## src/sv/tss_pkg.sv

```systemverilog
package tss_pkg;

    // command codes carried in s_axis_tuser
    typedef enum logic [1:0] {
        KIND_ENQUEUE = 2'd0,
        KIND_UPDATE  = 2'd1,
        KIND_STOP    = 2'd2,
        KIND_MUTE    = 2'd3
    } kind_t;

    localparam int FIFO_DEPTH_DEF = 8;

    // divider constants: top = (TICKS + f/2) / f - 1
    localparam int          DIV_W         = 20;
    localparam logic [19:0] TICKS_PER_SEC = 20'd1000000;
    localparam logic [15:0] FREQ_MIN      = 16'd20;
    localparam logic [15:0] FREQ_MAX      = 16'd20000;

    // stream widths
    localparam int IN_DATA_W  = 72;
    localparam int IN_USER_W  = 2;
    localparam int OUT_DATA_W = 72;

    // input tdata layout
    localparam int I_FREQ = 0;
    localparam int I_DUR  = 16;
    localparam int I_NOW  = 32;
    localparam int I_MUTE = 64;

    // output tdata layout
    localparam int O_ACC   = 0;
    localparam int O_BUSY  = 1;
    localparam int O_TONE  = 2;
    localparam int O_DIV   = 3;
    localparam int O_FREQ  = 19;
    localparam int O_DUR   = 35;
    localparam int O_COUNT = 51;
    localparam int O_START = 67;

endpackage

```

## src/sv/tone_step_sequencer_top.sv

```systemverilog
// channel  | direction | tdata (low bit up)                              | tuser
// s_axis   | in        | frequency_hz 16, duration_ms 16, now_ms 32,     | kind 2
//          |           | mute_request 1, zero pad to 72                  |
// m_axis   | out       | accepted 1, busy_res 1, tone_enable 1,          | none
//          |           | divider_top 16, shown_frequency 16,             |
//          |           | shown_duration 16, change_count 16,             |
//          |           | step_started 1, zero pad to 72                  |
//
// one command at a time; the result passes from S_OUT into the output register, which
// can stall, and the next command is taken once the sequencer is back in S_IDLE
// an update that starts a step also passes through S_READ for the step memory read,
// and through S_DIV when the tone divider top is computed by the 1-bit-a-cycle divider
// reset is asynchronous, active low; the step memory itself is not cleared
// the output register holds a result while m_axis_tready is low; the next
// command is taken meanwhile and waits in its final state for the register
module tone_step_sequencer_top
    import tss_pkg::*;
#(
    parameter int FIFO_DEPTH = FIFO_DEPTH_DEF
)
(
    input  logic                  clk,
    input  logic                  rst_n,
    input  logic                  s_axis_tvalid,
    output logic                  s_axis_tready,
    // frequency_hz, duration_ms, now_ms, mute_request, pad
    input  logic [IN_DATA_W-1:0]  s_axis_tdata,
    // kind
    input  logic [IN_USER_W-1:0]  s_axis_tuser,
    output logic                  m_axis_tvalid,
    input  logic                  m_axis_tready,
    // accepted, busy_res, tone_enable, divider_top, shown_frequency,
    // shown_duration, change_count, step_started, pad
    output logic [OUT_DATA_W-1:0] m_axis_tdata
);

    localparam int PTR_W = (FIFO_DEPTH > 1) ? $clog2(FIFO_DEPTH) : 1;
    localparam int CNT_W = $clog2(FIFO_DEPTH + 1);
    localparam int ITER_W = $clog2(DIV_W);

    typedef enum logic [1:0] {
        S_IDLE,
        S_READ,
        S_DIV,
        S_OUT
    } state_t;

    state_t            state_reg;
    logic [PTR_W-1:0]  rd_slot_reg;
    logic [PTR_W-1:0]  wr_slot_reg;
    logic [CNT_W-1:0]  fill_reg;
    logic [31:0]       end_time_reg;
    logic              running_reg;
    logic [15:0]       cur_freq_reg;
    logic [15:0]       cur_dur_reg;
    logic [15:0]       revision_reg;
    logic              mute_reg;
    logic              tone_on_reg;
    logic [15:0]       top_reg;
    logic              accepted_reg;
    logic              started_reg;
    logic [31:0]       now_reg;
    logic [15:0]       div_rem_reg;
    logic [DIV_W-1:0]  div_num_reg;
    logic [ITER_W-1:0] div_iter_reg;
    logic              m_valid_reg;
    logic [OUT_DATA_W-1:0] m_data_reg;

    // step memory, {frequency, duration}
    logic [31:0]       step_mem [0:FIFO_DEPTH-1];
    logic [31:0]       mem_rdata_reg;

    // input fields
    kind_t       in_kind;
    logic [15:0] in_freq;
    logic [15:0] in_dur;
    logic [31:0] in_now;
    logic        in_mute;

    assign in_kind = kind_t'(s_axis_tuser);
    assign in_freq = s_axis_tdata[I_FREQ +: 16];
    assign in_dur  = s_axis_tdata[I_DUR +: 16];
    assign in_now  = s_axis_tdata[I_NOW +: 32];
    assign in_mute = s_axis_tdata[I_MUTE];

    logic in_xfer;
    logic fifo_full;
    logic mem_we;
    logic [31:0] diff;
    logic step_done;

    assign s_axis_tready = (state_reg == S_IDLE);
    assign in_xfer       = s_axis_tvalid && s_axis_tready;
    assign fifo_full     = (fill_reg == CNT_W'(FIFO_DEPTH));
    assign mem_we        = in_xfer && (in_kind == KIND_ENQUEUE) && (in_dur != 16'd0)
                           && !fifo_full;
    // wrap-safe end check: done once now - end is not negative
    assign diff          = in_now - end_time_reg;
    assign step_done     = !running_reg || !diff[31];

    // slot advance with wrap at the configured depth
    function automatic logic [PTR_W-1:0] next_slot(input logic [PTR_W-1:0] slot);
        logic [PTR_W-1:0] r;
        if (slot == PTR_W'(FIFO_DEPTH - 1))
            r = '0;
        else
            r = slot + PTR_W'(1);
        return r;
    endfunction

    // step memory port: one write, registered read at the head slot
    always_ff @(posedge clk)
    begin
        if (mem_we)
        begin
            step_mem[wr_slot_reg] <= {in_freq, in_dur};
        end
        mem_rdata_reg <= step_mem[rd_slot_reg];
    end

    // divider step, one quotient bit a cycle
    logic [16:0]      rem_shift;
    logic             q_bit;
    logic [15:0]      rem_step;
    logic [DIV_W-1:0] quot_step;
    logic [DIV_W-1:0] quot_m1;

    assign rem_shift = {div_rem_reg, div_num_reg[DIV_W-1]};
    assign q_bit     = (rem_shift >= {1'b0, cur_freq_reg});
    assign rem_step  = q_bit ? 16'(rem_shift - {1'b0, cur_freq_reg}) : rem_shift[15:0];
    assign quot_step = {div_num_reg[DIV_W-2:0], q_bit};
    assign quot_m1   = quot_step - DIV_W'(1);

    // result word from the state after the command
    logic [OUT_DATA_W-1:0] result;
    always_comb
    begin
        result                   = '0;
        result[O_ACC]            = accepted_reg;
        result[O_BUSY]           = running_reg || (fill_reg != '0);
        result[O_TONE]           = tone_on_reg;
        result[O_DIV +: 16]      = tone_on_reg ? top_reg : 16'd0;
        result[O_FREQ +: 16]     = cur_freq_reg;
        result[O_DUR +: 16]      = cur_dur_reg;
        result[O_COUNT +: 16]    = revision_reg;
        result[O_START]          = started_reg;
    end

    logic freq_in_range;
    assign freq_in_range = (mem_rdata_reg[31:16] >= FREQ_MIN)
                           && (mem_rdata_reg[31:16] <= FREQ_MAX);

    // command sequencer and architectural state
    always_ff @(posedge clk or negedge rst_n)
    begin
        if (!rst_n)
        begin
            state_reg    <= S_IDLE;
            rd_slot_reg  <= '0;
            wr_slot_reg  <= '0;
            fill_reg     <= '0;
            end_time_reg <= '0;
            running_reg  <= 1'b0;
            cur_freq_reg <= '0;
            cur_dur_reg  <= '0;
            revision_reg <= '0;
            mute_reg     <= 1'b0;
            tone_on_reg  <= 1'b0;
            top_reg      <= '0;
            accepted_reg <= 1'b0;
            started_reg  <= 1'b0;
            now_reg      <= '0;
            div_rem_reg  <= '0;
            div_num_reg  <= '0;
            div_iter_reg <= '0;
            m_valid_reg  <= 1'b0;
            m_data_reg   <= '0;
        end
        else
        begin
            if (m_valid_reg && m_axis_tready && (state_reg != S_OUT))
            begin
                m_valid_reg <= 1'b0;
            end
            case (state_reg)
                S_IDLE:
                begin
                    if (in_xfer)
                    begin
                        accepted_reg <= 1'b0;
                        started_reg  <= 1'b0;
                        now_reg      <= in_now;
                        state_reg    <= S_OUT;
                        case (in_kind)
                            KIND_ENQUEUE:
                            begin
                                if (mem_we)
                                begin
                                    wr_slot_reg  <= next_slot(wr_slot_reg);
                                    fill_reg     <= fill_reg + CNT_W'(1);
                                    accepted_reg <= 1'b1;
                                end
                            end
                            KIND_UPDATE:
                            begin
                                if (step_done)
                                begin
                                    running_reg <= 1'b0;
                                    tone_on_reg <= 1'b0;
                                    // head entry arrives from memory next cycle
                                    if (fill_reg != '0)
                                    begin
                                        state_reg <= S_READ;
                                    end
                                end
                            end
                            KIND_STOP:
                            begin
                                tone_on_reg  <= 1'b0;
                                rd_slot_reg  <= '0;
                                wr_slot_reg  <= '0;
                                fill_reg     <= '0;
                                end_time_reg <= '0;
                                running_reg  <= 1'b0;
                                if ((cur_freq_reg != '0) || (cur_dur_reg != '0))
                                begin
                                    cur_freq_reg <= '0;
                                    cur_dur_reg  <= '0;
                                    revision_reg <= revision_reg + 16'd1;
                                end
                            end
                            default:
                            begin
                                mute_reg <= in_mute;
                                if (in_mute)
                                begin
                                    tone_on_reg <= 1'b0;
                                end
                            end
                        endcase
                    end
                end
                S_READ:
                begin
                    // pop the head step and start it
                    rd_slot_reg  <= next_slot(rd_slot_reg);
                    fill_reg     <= fill_reg - CNT_W'(1);
                    cur_freq_reg <= mem_rdata_reg[31:16];
                    cur_dur_reg  <= mem_rdata_reg[15:0];
                    revision_reg <= revision_reg + 16'd1;
                    end_time_reg <= now_reg + {16'd0, mem_rdata_reg[15:0]};
                    running_reg  <= 1'b1;
                    started_reg  <= 1'b1;
                    div_rem_reg  <= '0;
                    div_num_reg  <= TICKS_PER_SEC
                                    + {{(DIV_W-15){1'b0}}, mem_rdata_reg[31:17]};
                    div_iter_reg <= '0;
                    if (!mute_reg && freq_in_range)
                    begin
                        state_reg <= S_DIV;
                    end
                    else
                    begin
                        tone_on_reg <= 1'b0;
                        state_reg   <= S_OUT;
                    end
                end
                S_DIV:
                begin
                    div_rem_reg  <= rem_step;
                    div_num_reg  <= quot_step;
                    div_iter_reg <= div_iter_reg + ITER_W'(1);
                    if (div_iter_reg == ITER_W'(DIV_W - 1))
                    begin
                        top_reg     <= quot_m1[15:0];
                        tone_on_reg <= 1'b1;
                        state_reg   <= S_OUT;
                    end
                end
                S_OUT:
                begin
                    // wait for the output register to be free
                    if (!m_valid_reg || m_axis_tready)
                    begin
                        m_valid_reg <= 1'b1;
                        m_data_reg  <= result;
                        state_reg   <= S_IDLE;
                    end
                end
                default:
                begin
                    state_reg <= S_IDLE;
                end
            endcase
        end
    end

    assign m_axis_tvalid = m_valid_reg;
    assign m_axis_tdata  = m_data_reg;

endmodule

```

## config.mk

```make
export PLATFORM = sky130hd
export DESIGN_NAME = tone_step_sequencer_top
export DESIGN_NICKNAME = d
export VERILOG_FILES = /design/src/sv/tss_pkg.sv /design/src/sv/tone_step_sequencer_top.sv
export SDC_FILE = /design/constraint.sdc
export NUM_CORES = 1
export LEC_CHECK = 0
export BUFFER_PORTS_ARGS = -buffer_cell sky130_fd_sc_hd__buf_4
export CORE_ASPECT_RATIO = 0.7
export CORE_MARGIN = 5
export CORE_UTILIZATION = 45
export CTS_BUF_LIST = sky130_fd_sc_hd__clkbuf_16
export CTS_CLUSTER_DIAMETER = 80
export DETAILED_ROUTE_END_ITERATION = 8
export PLACE_DENSITY_LB_ADDON = 0.15
export SYNTH_ARGS = -nofsm -noshare
export SYNTH_HDL_FRONTEND = slang
export SYNTH_SLANG_ARGS = --single-unit
```

## constraint.sdc

```tcl
create_clock -name clk -period 5.85 [get_ports clk]
set_input_delay 0.585 -clock clk [delete_from_list [all_inputs] [get_ports clk]]
set_output_delay 0.585 -clock clk [all_outputs]
set_load 0.1 [all_outputs]
```

Word-level counts from Yosys, hierarchy flattened

Memory sizes are Yosys's and may differ from the RTL's. A register that Yosys moved wholly into a read port is not among the register bits.
Cells that the tools add are included.

Flip-flop bits (word level): 255
Memory bits (writable): 256
Input port bits: 78
Output and inout port bits: 74
Logic and storage cells: 153
Memories: 1

Add/subtract/negate cells: 11
Magnitude comparators: 3
Equality and inequality tests: 23
Multiplexer cells: 54
Bitwise operators: 1
Reduce and logical (&&, ||, !) cells: 40

Memory list:

| memory   | words | width | read ports | clocked after memory_dff | write ports | RTL line                      | text |
|---|---|---|---|---|---|---|---|
| step_mem | 8     | 32    | 1          | 1                        | 1           | tone_step_sequencer_top.sv:70 | `logic [31:0] step_mem [0:FIFO_DEPTH-1];` |

Operators with widths:

| cell                                                                                  | count |
|---|---|
| 16-bit 2-to-1 mux                                                                     | 8 |
| 16-bit one-hot mux with 2 select lines                                                | 4 |
| 32-bit 2-to-1 mux                                                                     | 2 |
| 32-bit one-hot mux with 2 select lines                                                | 1 |
| 16-bit nonzero test                                                                   | 3 |
| 20-bit one-hot mux with 2 select lines                                                | 1 |
| 32-bit by 16-bit adder with 32-bit output                                             | 1 |
| 32-bit subtractor                                                                     | 1 |
| 17-bit by 16-bit adder with 18-bit output (first input constant)                      | 1 |
| 17-bit by 16-bit greater-or-equal comparator with 1-bit output                        | 1 |
| 16-bit by 1-bit adder with 16-bit output (second input constant)                      | 1 |
| 16-bit by 5-bit greater-or-equal comparator with 1-bit output (second input constant) | 1 |
| 16-bit by 15-bit <= comparator with 1-bit output (second input constant)              | 1 |
| 4-bit one-hot mux with 2 select lines                                                 | 2 |
| 4-bit AND reduction                                                                   | 4 |
| 16-bit by 1-bit subtractor with 16-bit output (second input constant)                 | 1 |
| 16-bit subtractor                                                                     | 1 |
| 3-bit 2-to-1 mux                                                                      | 5 |
| 1-bit 2-to-1 mux                                                                      | 14 |
| 2-bit 2-to-1 mux                                                                      | 6 |
| 2-bit != test (second input constant)                                                 | 6 |
| 3-bit one-hot mux with 2 select lines                                                 | 2 |
| 5-bit one-hot mux with 2 select lines                                                 | 1 |
| 3-bit AND reduction                                                                   | 3 |
| 28 further kinds                                                                      | 61 |

Longest topological paths before layout

Gate-level depths: netlist of run 1.

Word-level depth: 9
Gate-level depth with buffers: 17
Gate-level depth less buffers: 15

Least setup slack after synthesis of run 1

Ideal clock, no wire load.

Path kind: flip-flop to flip-flop
From: register state_reg[0]
To: memory step_mem[0][0] (enable)
Library setup time: 0.461 ns
Data arrival time: 4.501 ns
Data required time: 5.389 ns
Path slack: 0.888 ns
Stages on the path, launching flop included: 8
Path buffers: 1
Clock period less this slack: 4.962 ns
Cell sequence: dfrtp_1 -> inv_1 -> ha_1 -> and2_1 -> clkbuf_1 -> nand4_1 -> or2_2 -> nor3_1

Longest elaborated chain between the ends: 7

Ends and longest elaborated chain:

| what                                   | RTL line                       | text |
|---|---|---|
| from (decl)                            | tone_step_sequencer_top.sv:48  | `state_t state_reg;` |
| from (signal assigned)                 | tone_step_sequencer_top.sv:158 | `state_reg <= S_IDLE;` |
| from (signal assigned)                 | tone_step_sequencer_top.sv:193 | `state_reg <= S_OUT;` |
| from (signal assigned)                 | tone_step_sequencer_top.sv:213 | `state_reg <= S_READ;` |
| 2-bit logical NOT                      | tone_step_sequencer_top.sv:92  | `assign s_axis_tready = (state_reg == S_IDLE);` |
| net s_axis_tready                      | tone_step_sequencer_top.sv:25  | `output logic s_axis_tready,` |
| 1-bit logical AND                      | tone_step_sequencer_top.sv:93  | `assign in_xfer = s_axis_tvalid && s_axis_tready;` |
| 1-bit logical AND (2 in a row)         | tone_step_sequencer_top.sv:95  | `assign mem_we = in_xfer && (in_kind == KIND_ENQUEUE) && (in_dur != 16'd0)` |
| 1-bit logical AND                      | tone_step_sequencer_top.sv:96  | `&& !fifo_full;` |
| 1-bit 2-to-1 mux                       | tone_step_sequencer_top.sv:114 | `if (mem_we)` |
| 1-bit 2-to-1 mux (implied by the code) | tone_step_sequencer_top.sv:116 | `step_mem[wr_slot_reg] <= {in_freq, in_dur};` |
| to (decl)                              | tone_step_sequencer_top.sv:70  |  |

The timed path passes the listed nets, and every way through them passes these cells.

Worst setup path after layout of run 1

From: register cur_freq_reg[1]
To: register top_reg[10]

Longest elaborated chain between the ends: 2

Ends and longest elaborated chain:

| what                                                           | RTL line                       | text |
|---|---|---|
| from (decl)                                                    | tone_step_sequencer_top.sv:54  | `logic [15:0] cur_freq_reg;` |
| from (signal assigned)                                         | tone_step_sequencer_top.sv:248 | `cur_freq_reg <= mem_rdata_reg[31:16];` |
| 17-bit by 16-bit greater-or-equal comparator with 1-bit output | tone_step_sequencer_top.sv:129 | `assign q_bit = (rem_shift >= {1'b0, cur_freq_reg});` |
| 16-bit by 1-bit subtractor with 16-bit output                  | tone_step_sequencer_top.sv:132 | `assign quot_m1 = quot_step - DIV_W'(1);` |
| to (signal assigned)                                           | tone_step_sequencer_top.sv:275 | `top_reg <= quot_m1[15:0];` |
| to (decl)                                                      | tone_step_sequencer_top.sv:59  | `logic [15:0] top_reg;` |

Every way passes these cells.
A chain may end at the register's enable or synchronous reset.

==> results of run 1 <==
==> layer usage <==
metal	vias up	track usage	wire length, µm
met1	7430	0.2960	27250
met3	80	0.03675	3145
met4	4	0.04088	906
met2	284	0.2836	24190
li1	7056	-	-
met5	-	0	34
==> cell usage after synthesis, drive strengths merged (4+ instances only) <==
cell type / n / area share
a31oi: 13 / 0.0034
o211ai: 7 / 0.0022
o21a: 4 / 0.0013
a21o: 18 / 0.0057
nor2: 67 / 0.011
mux2i: 20 / 0.0084
or2: 8 / 0.0022
nand2: 283 / 0.045
dfrtp: 255 / 0.27
nor3: 19 / 0.0040
nor2b: 7 / 0.0018
o21bai: 6 / 0.0019
dfxtp: 32 / 0.027
edfxtp: 256 / 0.32
a21boi: 6 / 0.0019
buf: 19 / 0.0036
o31ai: 10 / 0.0032
a211oi: 11 / 0.0035
nand2b: 9 / 0.0024
o21ai: 133 / 0.028
a32o: 4 / 0.0017
xnor2: 44 / 0.016
nand4: 15 / 0.0039
nand3: 59 / 0.012
xor2: 22 / 0.0081
o22ai: 12 / 0.0032
nor4: 14 / 0.0037
nand3b: 4 / 0.0013
and3: 15 / 0.0041
mux4: 64 / 0.061
or4: 8 / 0.0025
and2: 5 / 0.0013
a21oi: 54 / 0.011
mux2: 78 / 0.037
clkbuf: 69 / 0.011
or3: 7 / 0.0023
inv: 85 / 0.013
ha: 80 / 0.042
==> power by group <==
part / internal [mW] / switching [mW] / total [mW]
Combinational: 1.93 / 3.57 / 5.49
Sequential: 4.68 / 0.708 / 5.39
Clock: 1.79 / 1.48 / 3.27
==> area by class of cell <==
class / instances / share of cell area
Clock buffer: 53 / 0.04855
Clock inverter: 44 / 0.01150
Inverter: 87 / 0.01195
Multi-Input combinational cell: 1151 / 0.3113
Sequential cell: 543 / 0.5386
Tap cell: 684 / 0.03133
Timing Repair Buffer: 164 / 0.04672
==> kinds of logic after synthesis <==
group / Yosys count
AOI/OAI and AO/OA: 307
other: 1
muxes: 162
buffers and inverters: 175
adders and majority gates: 82
and+or+nand+nor: 530
xor gates and xnor gates: 66
DFF: 543
==> worst max path at each step <==
stage                                     start  slack [ns]                       end
finish              cur_freq_reg[1]$_DFFE_PN0P_        1.91   top_reg[10]$_DFFE_PN0P_
global route        cur_freq_reg[1]$_DFFE_PN0P_        1.55   top_reg[10]$_DFFE_PN0P_
CTS                 cur_freq_reg[1]$_DFFE_PN0P_        1.96   top_reg[10]$_DFFE_PN0P_
detailed placement  cur_freq_reg[1]$_DFFE_PN0P_        1.97   top_reg[10]$_DFFE_PN0P_
global placement    cur_freq_reg[1]$_DFFE_PN0P_        1.93   top_reg[10]$_DFFE_PN0P_
floorplan              state_reg[0]$_DFFE_PN0P_        0.89  step_mem[0][0]$_DFFE_PP_
==> through the flow <==
| stage | instance area (µm²) | setup WS [ns] | instances | hold slack (ns) |
|---|---|---|---|---|
| after floorplan | 23780 | 0.8884 | 1869 | 0.2894 |
| after global placement | 25680 | 1.933 | 2629 | 0.4613 |
| after detailed placement | 25680 | 1.968 | 2629 | 0.4613 |
| after CTS | 27320 | 1.956 | 2726 | 0.1057 |
| after global routing | 27320 | 1.555 | 2726 | 0.1572 |
| final | 27320 | 1.915 | 2726 | 0.05070 |
==> worst reg2reg max path: cells and delay by family (launching register included) <==
kind                     cells  cell delay (ns)
AND/OR/NAND/NOR              5             0.98
buffers and inverters        4             0.67
AO/OA/AOI/OAI                5             1.10
flip-flops                   1             0.39
XOR/XNOR                     1             0.14
adder cells (fa/ha/maj)      2             0.53
==> cells in the final DEF (no fill, tap or decap), drive strengths merged, types with 10 or more instances in the layout <==
| cell | instances |
|---|---|
| ha | 80 |
| nor3 | 19 |
| dfxtp | 32 |
| nand4 | 15 |
| mux2i | 20 |
| inv | 96 |
| a21o | 18 |
| nor2 | 67 |
| xor2 | 22 |
| clkbuf | 53 |
| xnor2 | 44 |
| o31ai | 10 |
| buf | 164 |
| a21oi | 54 |
| mux2 | 78 |
| dfrtp | 255 |
| a31oi | 13 |
| nor4 | 14 |
| and3 | 15 |
| a211oi | 11 |
| edfxtp | 256 |
| o22ai | 12 |
| clkinv | 31 |
| nand2 | 283 |
| nand3 | 59 |
| mux4 | 64 |
| o21ai | 133 |
==> out/metrics.cfg, run 1 <==
[clock_tree]
clock_tree.buffer_depth = 3
cts.sinks = 543
cts_tree = yes
cts_hold_buf = 0
cts_root_buffer = clkbuf_16
insertion_delay_ns = 0.62
cts.repair.resized = 0
clk_pin_slew_ns = 0.06
numCtsBuffers = 52
cts_setup_buffers = 0
htreeDepth = 2

[die]
initial_core_util = 0.4546
dieArea_um2 = 57600
die_y_um = 202.3
die_w_um = 284.7
rows = 70
io_pins = 152
core_area_um2 = 52290

[synthesis]
syn_inst = 1866
async_flop_share = 0.4696
synth.avg_cell_area_um2 = 12.74
syn_area_um2 = 23770
synth_compound_area_frac = 0.07800
synth_xor_area_frac = 0.02432
ys_types = 66
ys_seq_elements = 543
synthMuxAreaShare = 0.1060
yosys_warnings = 0
yosys.area_share.simple = 0.1007
ys.flop_type = edfxtp_1
synth_edf_count = 256
ys_seq_area_frac = 0.6188
synth_top_family_by_area = multiplexers
synth_fa_ha_area_frac = 0.04379

[worst_hold_path]
worstHoldPathType = in -> async

[worst_setup_path]
crit_buf_inv = 4
r2r-start = cur_freq_reg[1]$_DFFE_PN0P_
crit_family = compound AO/OA/AOI/OAI gates
endpoint_kind = flip-flop
crit_chain = inv_1, ha_1, nor2b_1, o31a_1, o21ai_0, nand2b_1, a221oi_1, a31oi_2, buf_4, inv_1, buf_4, ha_1, nand2_1, or2_2, nor3_1, xnor2_1, o21ai_0
criticalPathCategory = reg -> reg
rrSetupSlack_ns = 1.91
cp-start-kind = flip-flop
reg2regPathDepth = 17
critPathArrivalTime_ns = 4.40
worstReg2RegEnd = top_reg[10]$_DFFE_PN0P_
cpPeakStageDelay_ns = 0.44
cp_num_cells = 17
required_ns = 6.31
slowest_stage = a221oi_1
path_max_fanout = 25

[placement]
port_buffers = 140
gp_congestion = 0.8339
dpl.hpwl_mm = 36.30

[finish]
area_growth_pct = 14.92
seqCellArea_um2 = 14710
post-route-util = 0.5225
final_nets = 2159
diodes = 0
largest_reg_flops = 256
final_layout_size_suffix_gt1_frac = 0.2037
fillers = 4489
regMostFlops = step_mem
multi_input_area_um2 = 8506

[timing]
setup_viol = 0
period_minus_slack_ns = 3.935
slew_viol_final = 0
clock.fmax_ghz = 0.2541
setup_tns_ns = 0
finalHoldViolations = 0
relSlewSlack = 0.2204
rsz0062_at_grt = false
finClkSkew_ns = 0.02557
fin_crit_sh = 0.6727
tightest_slew_ns = 1.163

[drt]
viasPerCell = 5.449
wirelength_mm = 55.52
dr.pass1.iters = 5
drcViolationCount = 0
antenna_left = 0
vias = 14854
first_iter_violations = 1030
routedWlPerCell_um = 20.37

[outcome]
status = complete, no violations

[grt]
grt_pass1_wl_mm = 87.36
grt.total_usage = 0.1917
grt_max_degree = 130
first_global_vias = 14909
grt_antenna_before_repair = 2
grt_overflow_total = 0

[power_and_ir_drop]
finalPower_mw = 14.15
powerDensity_nw_per_um2 = 518.1
p_leak_nw = 10.97
vdd_ir_drop_max_v = 0.0003007

[run]
drv_cap = 0

(Power assumes the default switching activity.)
==> inputs of run 2 (changes only) <==
==> constraint.sdc (replaced) <==
create_clock -name clk -period 3.8 [get_ports clk]
set_input_delay 0.38 -clock clk [delete_from_list [all_inputs] [get_ports clk]]
set_output_delay 0.38 -clock clk [all_outputs]
set_load 0.1 [all_outputs]
==> run 2 against run 1 <==
Clock-buffer cell count grew 1. Design area grew 2.6%. Sequential cell count is the same. Non-clock buffer count grew 68. Global-route usage grew 0.44 points.
==> out/metrics.cfg, run 2 (same netlist as run 1, synthesis figures left out) <==
[run]
drv_cap = 0

[finish]
area_growth_pct = 17.91
final_layout_size_suffix_gt1_frac = 0.2030
final_nets = 2228
final_cell_mix = nand2_1 (282), edfxtp_1 (256), dfrtp_1 (253), buf_4 (170), o21ai_0 (132)
largest_reg_flops = 256
post-route-util = 0.5361
layout_commonest_cell = nand2_1
regMostFlops = step_mem
final_area_um2 = 28030
fillers = 4425
stdcell_count = 2799

[worst_setup_path]
r2r-start = cur_freq_reg[1]$_DFFE_PN0P_
critPathArrivalTime_ns = 3.93
crit_start = cur_freq_reg[1]$_DFFE_PN0P_
reg2regPathDepth = 15
worstReg2RegEnd = top_reg[10]$_DFFE_PN0P_
rrSetupSlack_ns = 0.32
path_max_fanout = 6
worstSetupEndpoint = top_reg[10]$_DFFE_PN0P_
cp-start-kind = flip-flop
required_ns = 4.26
criticalPathCategory = reg -> reg
endpoint_kind = flip-flop

[grt]
first_global_vias = 15346
grt_pass1_wl_mm = 89.13
grt.total_usage = 0.1961
grt_overflow_total = 0
grt_max_degree = 105
grt_antenna_before_repair = 4

[clock_tree]
clk_pin_slew_ns = 0.07
cts_tree = yes
clock_tree.buffer_depth = 3
numCtsBuffers = 53
cts.sinks = 543
insertion_delay_ns = 0.61
htreeDepth = 2
cts_root_buffer = clkbuf_16

[die]
rows = 70
initial_core_util = 0.4546
die_y_um = 202.3
io_pins = 152
die_w_um = 284.7
core_area_um2 = 52290
dieArea_um2 = 57600

[drt]
wl_met1_mm = 27.16
dr_wl_met2_mm = 25.05
drcViolationCount = 0
dr.pass1.iters = 5
routedWlPerCell_um = 20.15
viasPerCell = 5.439
dr_wl_met3_mm = 2.945
first_iter_violations = 1128
wirelength_mm = 56.39
vias = 15225
antenna_left = 0
routed.top_layer = met4

[timing]
finClkSkew_ns = 0.01489
fin_crit_sh = 0.9152
setup_viol = 0
tightest_slew_ns = 1.090
relSlewSlack = 0.2731
finalHoldViolations = 0
rsz0062_at_grt = false
clock.fmax_ghz = 0.2875
slew_viol_final = 0
period_minus_slack_ns = 3.478

[outcome]
status = complete, no violations

[placement]
port_buffers = 140
dpl.hpwl_mm = 37.16
postPlaceCellArea_um2 = 25810
dp.cells = 2641
gp_congestion = 0.8469

[worst_hold_path]
worstHoldPathType = in -> reg

[power_and_ir_drop]
p_leak_nw = 11.24
powerDensity_nw_per_um2 = 782.0
vdd_ir_drop_max_v = 0.0005145

## run 2: changes by cell type in the layout (fill, tap and decap cells not counted), moves of 2 or more
cell / before / now
buf_4: 160 / 170
diode_2: 0 / 2
dlygate4sd3_1: 0 / 56
clkinv_1: 13 / 17
nor3_4: 0 / 2
nor3_2: 2 / 0
clkinv_2: 15 / 10
clkinvlp_4: 1 / 6
buf_12: 3 / 5
## run 2: critical path: stages (launching register included)
cell and delay, ns:
dfrtp_1 0.41, inv_1 0.10, ha_1 0.31, nor2b_1 0.15, o31a_1 0.27, o21ai_0 0.21
nand2b_1 0.18, a221oi_2 0.31, a31oi_2 0.16, inv_1 0.13, ha_1 0.19, nand2_1 0.07
or2_2 0.35, nor3_1 0.23, xnor2_1 0.16, o21ai_0 0.10
## run 2: worst min path at each step
stage / startpoint / endpoint / slack (ns) / depth (start not counted)
6_report: s_axis_tdata[27] / step_mem[4][11]$_DFFE_PP_ / 0.03 / 1
5_1_grt: s_axis_tdata[26] / step_mem[2][10]$_DFFE_PP_ / 0.01 / 1
4_1_cts: s_axis_tdata[26] / step_mem[2][10]$_DFFE_PP_ / 0.0006 / 1
3_5_place_dp: revision_reg[15]$_DFFE_PN0P_ / revision_reg[15]$_DFFE_PN0P_ / 0.46 / 1
3_3_place_gp: revision_reg[15]$_DFFE_PN0P_ / revision_reg[15]$_DFFE_PN0P_ / 0.46 / 1
2_1_floorplan: rst_n / accepted_reg$_DFFE_PN0P_ / 0.08 / 0
## run 2: stage by stage
step	TNS [ns]	power (mW)	worst slack [ns]	hold WS (ns)
3_5_place_dp	0	16.94	0.2982	0.4619
4_1_cts	0	22.08	0.2814	0.0005799
3_3_place_gp	0	16.75	0.3273	0.4586
6_report	0	21.92	0.3221	0.03362
2_1_floorplan	-24.95	14.46	-0.2956	0.08441
5_1_grt	0	23.26	0.06875	0.01439
## run 2: power by group
| part | internal (mW) | leakage (nW) | switching [mW] |
|---|---|---|---|
| clock | 2.73 | 0.825 | 2.29 |
| sequential | 7.21 | 5.94 | 1.12 |
| combinational | 3.04 | 4.47 | 5.54 |
| total | 13.0 | 11.2 | 8.94 |
## run 2: repair_timing
action,in CTS,in global routing
setup endpoints to repair,0,1
hold endpoints to repair,311,0
resized for setup,0,1
hold buffers,56,0
setup buffers,0,0
## run 2: layout make-up
class,count,area (µm²),share of cell area
Clock inverter,46,300.3,0.01071
Inverter,87,326.6,0.01165
Timing Repair Buffer,232,1952,0.06964
Sequential cell,543,14710,0.5250
Antenna cell,2,5.005,0.0001786
Multi-Input combinational cell,1151,8524,0.3041
Tap cell,684,855.8,0.03053
Clock buffer,54,1351,0.04821
## run 2: layer usage
layer  global-route usage  vias to the layer above
met5                    0                        -
met4              0.04892                        0
met3              0.03450                       81
met2               0.2940                      343
met1               0.2986                     7600
li1                     -                     7201
